<file path="src/hw/rtl/btbp_pkg.sv">
// ----------------------------------------------------------------------------
// btbp_pkg
// Shared types and constants for the branch target buffer predictor.
// ----------------------------------------------------------------------------
package btbp_pkg;

    // default table depth, must be a power of two
    localparam int TABLE_ENTRIES_DEF = 1024;

    // index is taken from the address starting at this bit
    localparam int INDEX_SHIFT = 10;

    // fixed instruction size for the fall-through address
    localparam logic [31:0] INSN_BYTES = 32'd4;

    localparam int ADDR_W  = 32;
    localparam int IN_W    = 64;
    localparam int OUT_W   = 168;

    // two-bit direction states
    localparam logic [1:0] PRED_STRONG_TAKEN     = 2'b00;
    localparam logic [1:0] PRED_WEAK_TAKEN       = 2'b01;
    localparam logic [1:0] PRED_WEAK_NOT_TAKEN   = 2'b10;
    localparam logic [1:0] PRED_STRONG_NOT_TAKEN = 2'b11;

    // one table entry as stored in memory
    typedef struct packed {
        logic              valid;
        logic [ADDR_W-1:0] tag;
        logic [ADDR_W-1:0] target;
        logic [1:0]        pred;
    } t_entry;

    // outcome of one lookup
    typedef struct packed {
        logic wr_en;
        logic hit;
        logic right;
        logic alloc;
        logic coll;
    } t_upd;

endpackage

</file>
<file path="src/hw/rtl/btbp_update.sv">
// ----------------------------------------------------------------------------
// btbp_update
// Scores one lookup against its entry and forms the entry to write back.
// ----------------------------------------------------------------------------
module btbp_update (
    input  logic [btbp_pkg::ADDR_W-1:0] i_pc,
    input  logic [btbp_pkg::ADDR_W-1:0] i_next_pc,
    input  btbp_pkg::t_entry            i_entry,
    output btbp_pkg::t_entry            o_entry,
    output btbp_pkg::t_upd              o_upd
);

    logic taken;
    logic hit;

    assign taken = (i_next_pc != (i_pc + btbp_pkg::INSN_BYTES));
    assign hit   = i_entry.valid && (i_entry.tag == i_pc);

    // train on a hit, allocate on a taken miss
    always_comb begin
        o_entry     = i_entry;
        o_upd       = '0;
        o_upd.hit   = hit;
        if (hit) begin
            o_upd.wr_en = 1'b1;
            if (taken) begin
                if (!i_entry.pred[1]) begin
                    if (i_entry.target == i_next_pc) begin
                        o_upd.right  = 1'b1;
                        o_entry.pred = btbp_pkg::PRED_STRONG_TAKEN;
                    end else begin
                        o_entry.target = i_next_pc;
                    end
                end else begin
                    o_entry.pred = i_entry.pred - 2'd1;
                end
            end else begin
                case (i_entry.pred)
                    btbp_pkg::PRED_STRONG_TAKEN: begin
                        o_entry.pred = btbp_pkg::PRED_WEAK_TAKEN;
                    end
                    btbp_pkg::PRED_WEAK_TAKEN: begin
                        o_entry.pred = btbp_pkg::PRED_WEAK_NOT_TAKEN;
                    end
                    default: begin
                        o_upd.right  = 1'b1;
                        o_entry.pred = btbp_pkg::PRED_STRONG_NOT_TAKEN;
                    end
                endcase
            end
        end else if (taken) begin
            o_upd.wr_en    = 1'b1;
            o_upd.alloc    = 1'b1;
            o_upd.coll     = i_entry.valid;
            o_entry.valid  = 1'b1;
            o_entry.tag    = i_pc;
            o_entry.target = i_next_pc;
            o_entry.pred   = btbp_pkg::PRED_STRONG_TAKEN;
        end
    end

endmodule

</file>
<file path="config.mk">
export PLATFORM = sky130hd
export DESIGN_NAME = btbp_update
export DESIGN_NICKNAME = d
export VERILOG_FILES = /design/src/hw/rtl/btbp_pkg.sv /design/src/hw/rtl/btbp_update.sv
export SDC_FILE = /design/constraint.sdc
export NUM_CORES = 1
export LEC_CHECK = 0
export BUFFER_PORTS_ARGS = -buffer_cell sky130_fd_sc_hd__buf_2
export CORE_MARGIN = 3
export CORE_UTILIZATION = 48
export DETAILED_ROUTE_END_ITERATION = 16
export PLACE_DENSITY = 0.9
export RECOVER_POWER = 100
export SETUP_SLACK_MARGIN = 0.02
export SLEW_MARGIN = 20
export SYNTH_ARGS = -nofsm -noshare
export SYNTH_HDL_FRONTEND = slang
export SYNTH_SLANG_ARGS = --single-unit
</file>
<file path="constraint.sdc">
create_clock -name vclk -period 19.2
set_input_delay 5.76 -clock vclk [all_inputs]
set_output_delay 5.76 -clock vclk [all_outputs]
set_load 0.1 [all_outputs]
</file>
# Yosys cells after proc, flatten, opt, wreduce, memory -nomap -nowiden
# Index checks and enable logic that the tools add are counted.
[totals]
latchBits = 0
in_bits = 131
output_inout_bits = 72
memories = 0
ff_bits = 0
romBits = 0
elab_cells = 28
ram_bits = 0
[classes]
n_mul = 0
reduce_logical = 3
div_mod_pow = 0
muxes = 19
n_eq_ne = 4
n_addsub = 2
shifts = 0
bitwise = 0
magnitude_cmp = 0
[op_table]
columns = ["cell", "n"]
rows = [
  ["$mux 32", 3],
  ["$mux 67", 1],
  ["$eq 32x32->1", 2],
  ["$mux 34", 1],
  ["$mux 33", 1],
  ["$add 32x3->32 const B", 1],
  ["$ne 32x32->1", 1],
  ["$mux 1", 8],
  ["$mux 2", 4],
  ["$pmux 2 s2", 1],
  ["$eq 2x1->1 const B", 1],
  ["$logic_not 2->1", 1],
  ["$reduce_or 2->1", 1],
  ["$sub 2x1->2 const B", 1],
  ["$logic_and 1x1->1", 1],
]

# Depth between registers and ports, before layout
# Gate-level depths: netlist of run 1.
[logic_depth]
depth_word = 5
depth_mapped = 11

# Least setup slack after synthesis of run 1
# Ideal clock, no wire load.
[synth_timing]
path_kind = "in2out"
startpoint = "input port i_pc[5] in the netlist's numbering"
endpoint = "output port o_entry[0] in the netlist's numbering"
path_slack_ns = 3.460
stages = 9
required_ns = 13.440
path_buffers = 1
t_arrival_ns = 9.980
path_cell_list = "buf_2 -> nand4_1 -> or3_4 -> or4_4 -> o21ai_2 -> mux2i_4 -> o22ai_4 -> a32oi_1 -> a211oi_1"
[synth_rtl]
columns = ["item", "line", "rtl"]
rows = [
  ["start, declared", "btbp_update.sv:6", "input logic [btbp_pkg::ADDR_W-1:0] i_pc,"],
  ["end, declared", "btbp_update.sv:9", "output btbp_pkg::t_entry o_entry,"],
]

==> results of run 1 <==
==> kinds of logic after synthesis <==
group	count (synthesis)	synth area share
AOI/OAI and AO/OA	48	0.120
and+or+nand+nor	125	0.252
xor gates and xnor gates	98	0.278
adders and majority gates	1	0.00406
buffers and inverters	30	0.0601
muxes	67	0.285
==> worst max-delay path by stage <==
stage,from,endpoint,slack [ns],depth (start not counted)
finish,i_pc[2],o_entry[41],3.04,11
global route,i_pc[2],o_entry[38],2.73,11
global placement,i_pc[5],o_entry[36],4.24,10
CTS,i_pc[5],o_entry[60],4.13,10
detailed placement,i_pc[5],o_entry[60],4.13,10
floorplan,i_pc[5],o_entry[0],3.46,9
==> where the power goes <==
group / switching (W) / total (W) / internal [W]
combinational: 0.0000936 / 0.000130 / 0.0000363
clock: 0 / 0 / 0
sequential: 0 / 0 / 0
total: 0.0000936 / 0.000130 / 0.0000363
==> layout by cell type (no fill, tap or decap), types with 7 or more instances in the layout <==
master | Yosys | routed
and4_1 | 7 | 7
buf_2 | 9 | 135
mux2_2 | 31 | 31
nand2_1 | 16 | 16
nor3_1 | 7 | 8
xnor2_1 | 47 | 47
mux2_4 | 30 | 30
and3_1 | 8 | 8
nor4_1 | 18 | 20
nor2_1 | 9 | 9
nand3_1 | 21 | 21
nand4_1 | 14 | 14
clkbuf_1 | 7 | 68
a21oi_1 | 12 | 12
xor2_1 | 51 | 51
==> worst max-delay path, delay by kind of cell <==
kind,cells,cell delay [ns]
AOI/OAI and AO/OA,2,0.69
adders and majority gates,1,0.23
and+or+nand+nor,5,2.30
muxes,1,0.37
buffers and inverters,2,1.03
==> stage by stage <==
stage	hold WS (ns)	cells	instance area, um^2	total power [W]
4_1_cts	12.04	623	4040	0.000131
5_1_grt	12.06	623	3930	0.000136
2_1_floorplan	11.84	369	3080	0.0000953
6_report	12.04	623	3930	0.000130
3_5_place_dp	12.03	623	4040	0.000131
3_3_place_gp	12.04	623	4040	0.000129
==> area by class of cell <==
class	instances	area (um^2)
multi-input cells	339	2870
well taps	75	93.8
inverters	4	15.0
repair buffers	205	946
fillers	586	2130
==> metal layers <==
layer / track usage / wire length, um
met5: 0 / 0
met4: 0.0288 / 119
met3: 0.0211 / 1170
met2: 0.526 / 5660
met1: 0.374 / 4570
==> impl_results.md, run 1 <==
* 1st-iter DRT viols at 280
* Utilization after layout at 0.648
* Register area share after synthesis at 0
* Hold WC Path Type: in2out
* Avg Cell Area, Syn at 8.35 um^2
* Starting Density at 0.509
* Cell row count at 28
* Core box area at 0.00606 mm^2
* Synth area leaders: mux2_4, xor2_1, xnor2_1, mux2_2, nor4_1
* Peak supply drop at 0.0317 mV
* Total GRT Usage at 0.286
* Final worst slack at 3.04 ns
* CP Max Fanout at 31
* Via density at 5.93
* Fin nets at 682
* First-pass GRT wire length at 17200 um
* Syn Inst Count at 369
* DRT Pass-1 Iters at 4
* Most frequent cells after synthesis: xor2_1, xnor2_1, mux2_2
* Clkbuf count at 0
* # DRC at 0
* WP data arrival at 10.40 ns
* Worst Hold Endpoint: o_upd[0]
* Final hold violations at 0
* PwrDens at 33.1 mW/mm^2
* Worst-margin pin slew at 1.23 ns
* Chip width at 86.1 um
* Synth top area share at 0.146
* # port buffers at 203
* Cell Chain, Critical Path: buf_2, ha_1, nand3_1, nor3_1, a31oi_1, nor4b_1, nand4_1, nor4_1, a31oi_4, mux2_2, clkbuf_1
* Crit start category: input port
* Final Wtd Congestion at 1.00
* Status: complete, no violations
* Fin. max-slew vios at 0
* Final worst path period need at 16.16 ns
* Hold_sp: i_entry[66]
* Library cells used by synthesis at 57
* Post-Syn Area at 0.00308 mm^2
* F_max at 0.0619 GHz
* Routed via count at 3695
* Post-CTS Hold Buffers at 0
* Largest net degree at the start of global routing at 33
* Die area at 0.00742 mm^2
* Slowest-stage cell, CP: clkbuf_1
* Drt total wl at 11500 um
* Biggest area consumer among synthesized cells: mux2_4
* Initial antenna violation count at 0
* Yosys warns at 0
* Syn_nets at 501
* Hold path depth at 3
* Vias in the first global route at 3448
* Fraction of layout instances using a drive strength above 1 at 0.381
* Unrepaired setup endpoints after global routing: false
* Die H at 86.1 um
* GRT Residual Overflow at 0
* Relative slew slack at 0.182
* Critical Path RT at 13.44 ns
* Fin Setup TNS at 0 ns
* Worst setup EP type: primary output
* # diodes at 0
* Dpl ws at 4.13 ns
* Max stage delay on crit path at 0.86 ns
* Final HPWL DP at 9900 um
* Seq Cell Count at 0
* IO Pins at 203
* Crit share post-route at 0.842
* Setup CP Type: in2out
* Final setup vio count at 0
* Max-cap violations at 0
* Top-count cell post-synth: xor2_1
* Synth-to-layout area growth at 27.4%
* Post-CTS Setup Repair Bufs at 0
* Post-cts resize count at 0
* DR WL/cell at 18.5 um
* Leak at 1.66 nW
* Sequential cell area at 0 um^2
* Antenna Nets Post-Route at 0
Power figures use the tool's default switching activity.
==> run 2, diff against run 1 <==
CORE_UTILIZATION = 45   (was 48)
PLACE_DENSITY = 0.85   (was 0.9)
clock period = 15.7 ns   (was 19.2 ns; I/O delays follow)
==> run 2 against run 1 <==
Compared with the run above: sequential cell count is the same; global-route usage shrank 1.8 points; sequential share of layout area is the same; design area grew 0.32%; die area grew 6.2%; non-clock buffer count is the same; clock-buffer cell count is the same; utilization shrank 4.1 points; worst hold slack lost 2.1 ns; worst setup slack lost 0.95 ns; combinational power grew 22%; wire length shrank 0.20%.
==> impl_results.md, run 2 (same netlist as run 1, synthesis figures left out) <==
* Drt total wl at 11500 um (-0.20%)
* Routed via count at 3576 (-3.2%)
* Post-CTS Hold Buffers at 0 (unchanged)
* Crit share post-route at 0.867
* Hold_sp: i_entry[66]
* Critical Path RT at 10.99 ns (-2.45 ns)
* Fin Hold WS at 9.94 ns (-2.10 ns)
* Via density at 5.72 (-3.5%)
* Placed Area at 0.00404 mm^2 (about the same)
* Fin nets at 682 (unchanged)
* Unrepaired setup endpoints after global routing: false
* Final hold violations at 0 (unchanged)
* 1st-iter DRT viols at 296 (+5.7%)
* Largest net degree at the start of global routing at 33 (unchanged)
* # DRC at 0 (unchanged)
* CP Max Fanout at 31 (unchanged)
* Final setup vio count at 0 (unchanged)
* WP data arrival at 8.90 ns (-1.50 ns)
* Peak supply drop at 0.0290 mV (-8.8%)
* Fin Setup TNS at 0 ns (unchanged)
* Most common cell after layout, fill and taps aside: buf_2
* Crit start category: input port
* IO Pins at 203 (unchanged)
* Chip width at 88.8 um (+3.1%)
* Hold WC Path Type: in2out
* Setup CP Type: in2out
* Clkbuf count at 0 (unchanged)
* Final Wtd Congestion at 0.939 (-6.2%)
* Cell row count at 29 (+3.6%)
* Worst-margin pin slew at 1.20 ns (-0.0307 ns)
* Commonest cells after routing, fill and taps aside: buf_2, clkbuf_1, xor2_1
* Vias in the first global route at 3337 (-3.2%)
* Die H at 88.8 um (+3.1%)
* DR WL/cell at 18.4 um (-0.52%)
* Leak at 1.68 nW (+0.78%)
* Filler cells at 644 (+9.9%)
* Fraction of layout instances using a drive strength above 1 at 0.381 (unchanged)
* Initial antenna violation count at 0 (unchanged)
* Relative slew slack at 0.202 (+0.0204)
* Max-cap violations at 0 (unchanged)
* # port buffers at 203 (unchanged)
* Post-route cell area at 0.00394 mm^2 (+0.32%)
* F_max at 0.0735 GHz
* Total GRT Usage at 0.268 (-0.0185)
* Antenna Nets Post-Route at 0 (unchanged)
* Seq Cell Count at 0 (unchanged)
* # diodes at 0 (unchanged)
* Starting Density at 0.475 (-0.0340)
* Sequential cell area at 0 um^2 (unchanged)
* Final HPWL DP at 9950 um (+0.53%)
* Status: complete, no violations
* GRT Residual Overflow at 0 (unchanged)
* Die area at 0.00788 mm^2 (+6.2%)
* First-pass GRT wire length at 16600 um (-3.8%)
* DRT Pass-1 Iters at 4 (unchanged)
* Post-cts resize count at 0 (unchanged)
* Worst setup EP type: primary output
* Fin. max-slew vios at 0 (unchanged)
* Worst Hold Endpoint: o_upd[0]
* Final worst path period need at 13.61 ns
* Post-CTS Setup Repair Bufs at 0 (unchanged)
* Core box area at 0.00649 mm^2 (+7.2%)
* Synth-to-layout area growth at 27.8%
* PwrDens at 40.3 mW/mm^2 (+22%)
* Hold path depth at 3 (unchanged)
## run 2: cell count changes in the layout (fill, tap and decap cells not counted)
cell / change
nor3_1: -1
clkbuf_1: +1
nor3_4: +1
buf_2: -1
## run 2: cell type report
class	instances	area (um^2)	share of cell area
multi-input combinational	339	2890	0.732
timing repair buffer	205	945	0.240
tap	77	96.3	0.0244
inverter	4	15.0	0.00381
## run 2: per-stage QoR
stage	setup slack [ns]	cells	utilization	total power, W
finish	2.09	625	0.607	0.000159
global route	1.67	625	0.607	0.000167
CTS	2.75	625	0.622	0.000161
detailed placement	2.75	625	0.622	0.000160
global placement	2.82	625	0.622	0.000159
floorplan	2.06	369	-	0.000117
## run 2: worst max-delay path: stages
cell and delay, ns:
buf_2 0.17, ha_1 0.24, nand3_1 0.23, nor3_4 0.34, a31oi_1 0.13, nor4b_1 0.41
nand4_1 0.15, nor4_1 0.74, a31oi_4 0.50, mux2_2 0.37, clkbuf_1 0.88
## run 2: worst max path at each step
stage	startpoint	to	slack, ns	cells past startpoint
floorplan	i_pc[5]	o_entry[0]	2.06	9
global route	i_pc[2]	o_entry[38]	1.67	11
global placement	i_pc[4]	o_entry[36]	2.82	10
detailed placement	i_pc[4]	o_entry[43]	2.75	10
finish	i_pc[2]	o_entry[43]	2.09	11
CTS	i_pc[4]	o_entry[43]	2.75	10
## run 2: per-layer routing
layer,routed length (um),part of all wire,track usage
met4,136,0.012,0.0302
met2,5560,0.48,0.491
met3,912,0.079,0.0186
met5,0,0,0
met1,4890,0.43,0.351
## run 2: where the power goes
| part | internal [W] | switching [W] | total (W) |
|---|---|---|---|
| Clock | 0 | 0 | 0 |
| Sequential | 0 | 0 | 0 |
| Combinational | 0.0000444 | 0.000114 | 0.000159 |
| Total | 0.0000444 | 0.000114 | 0.000159 |
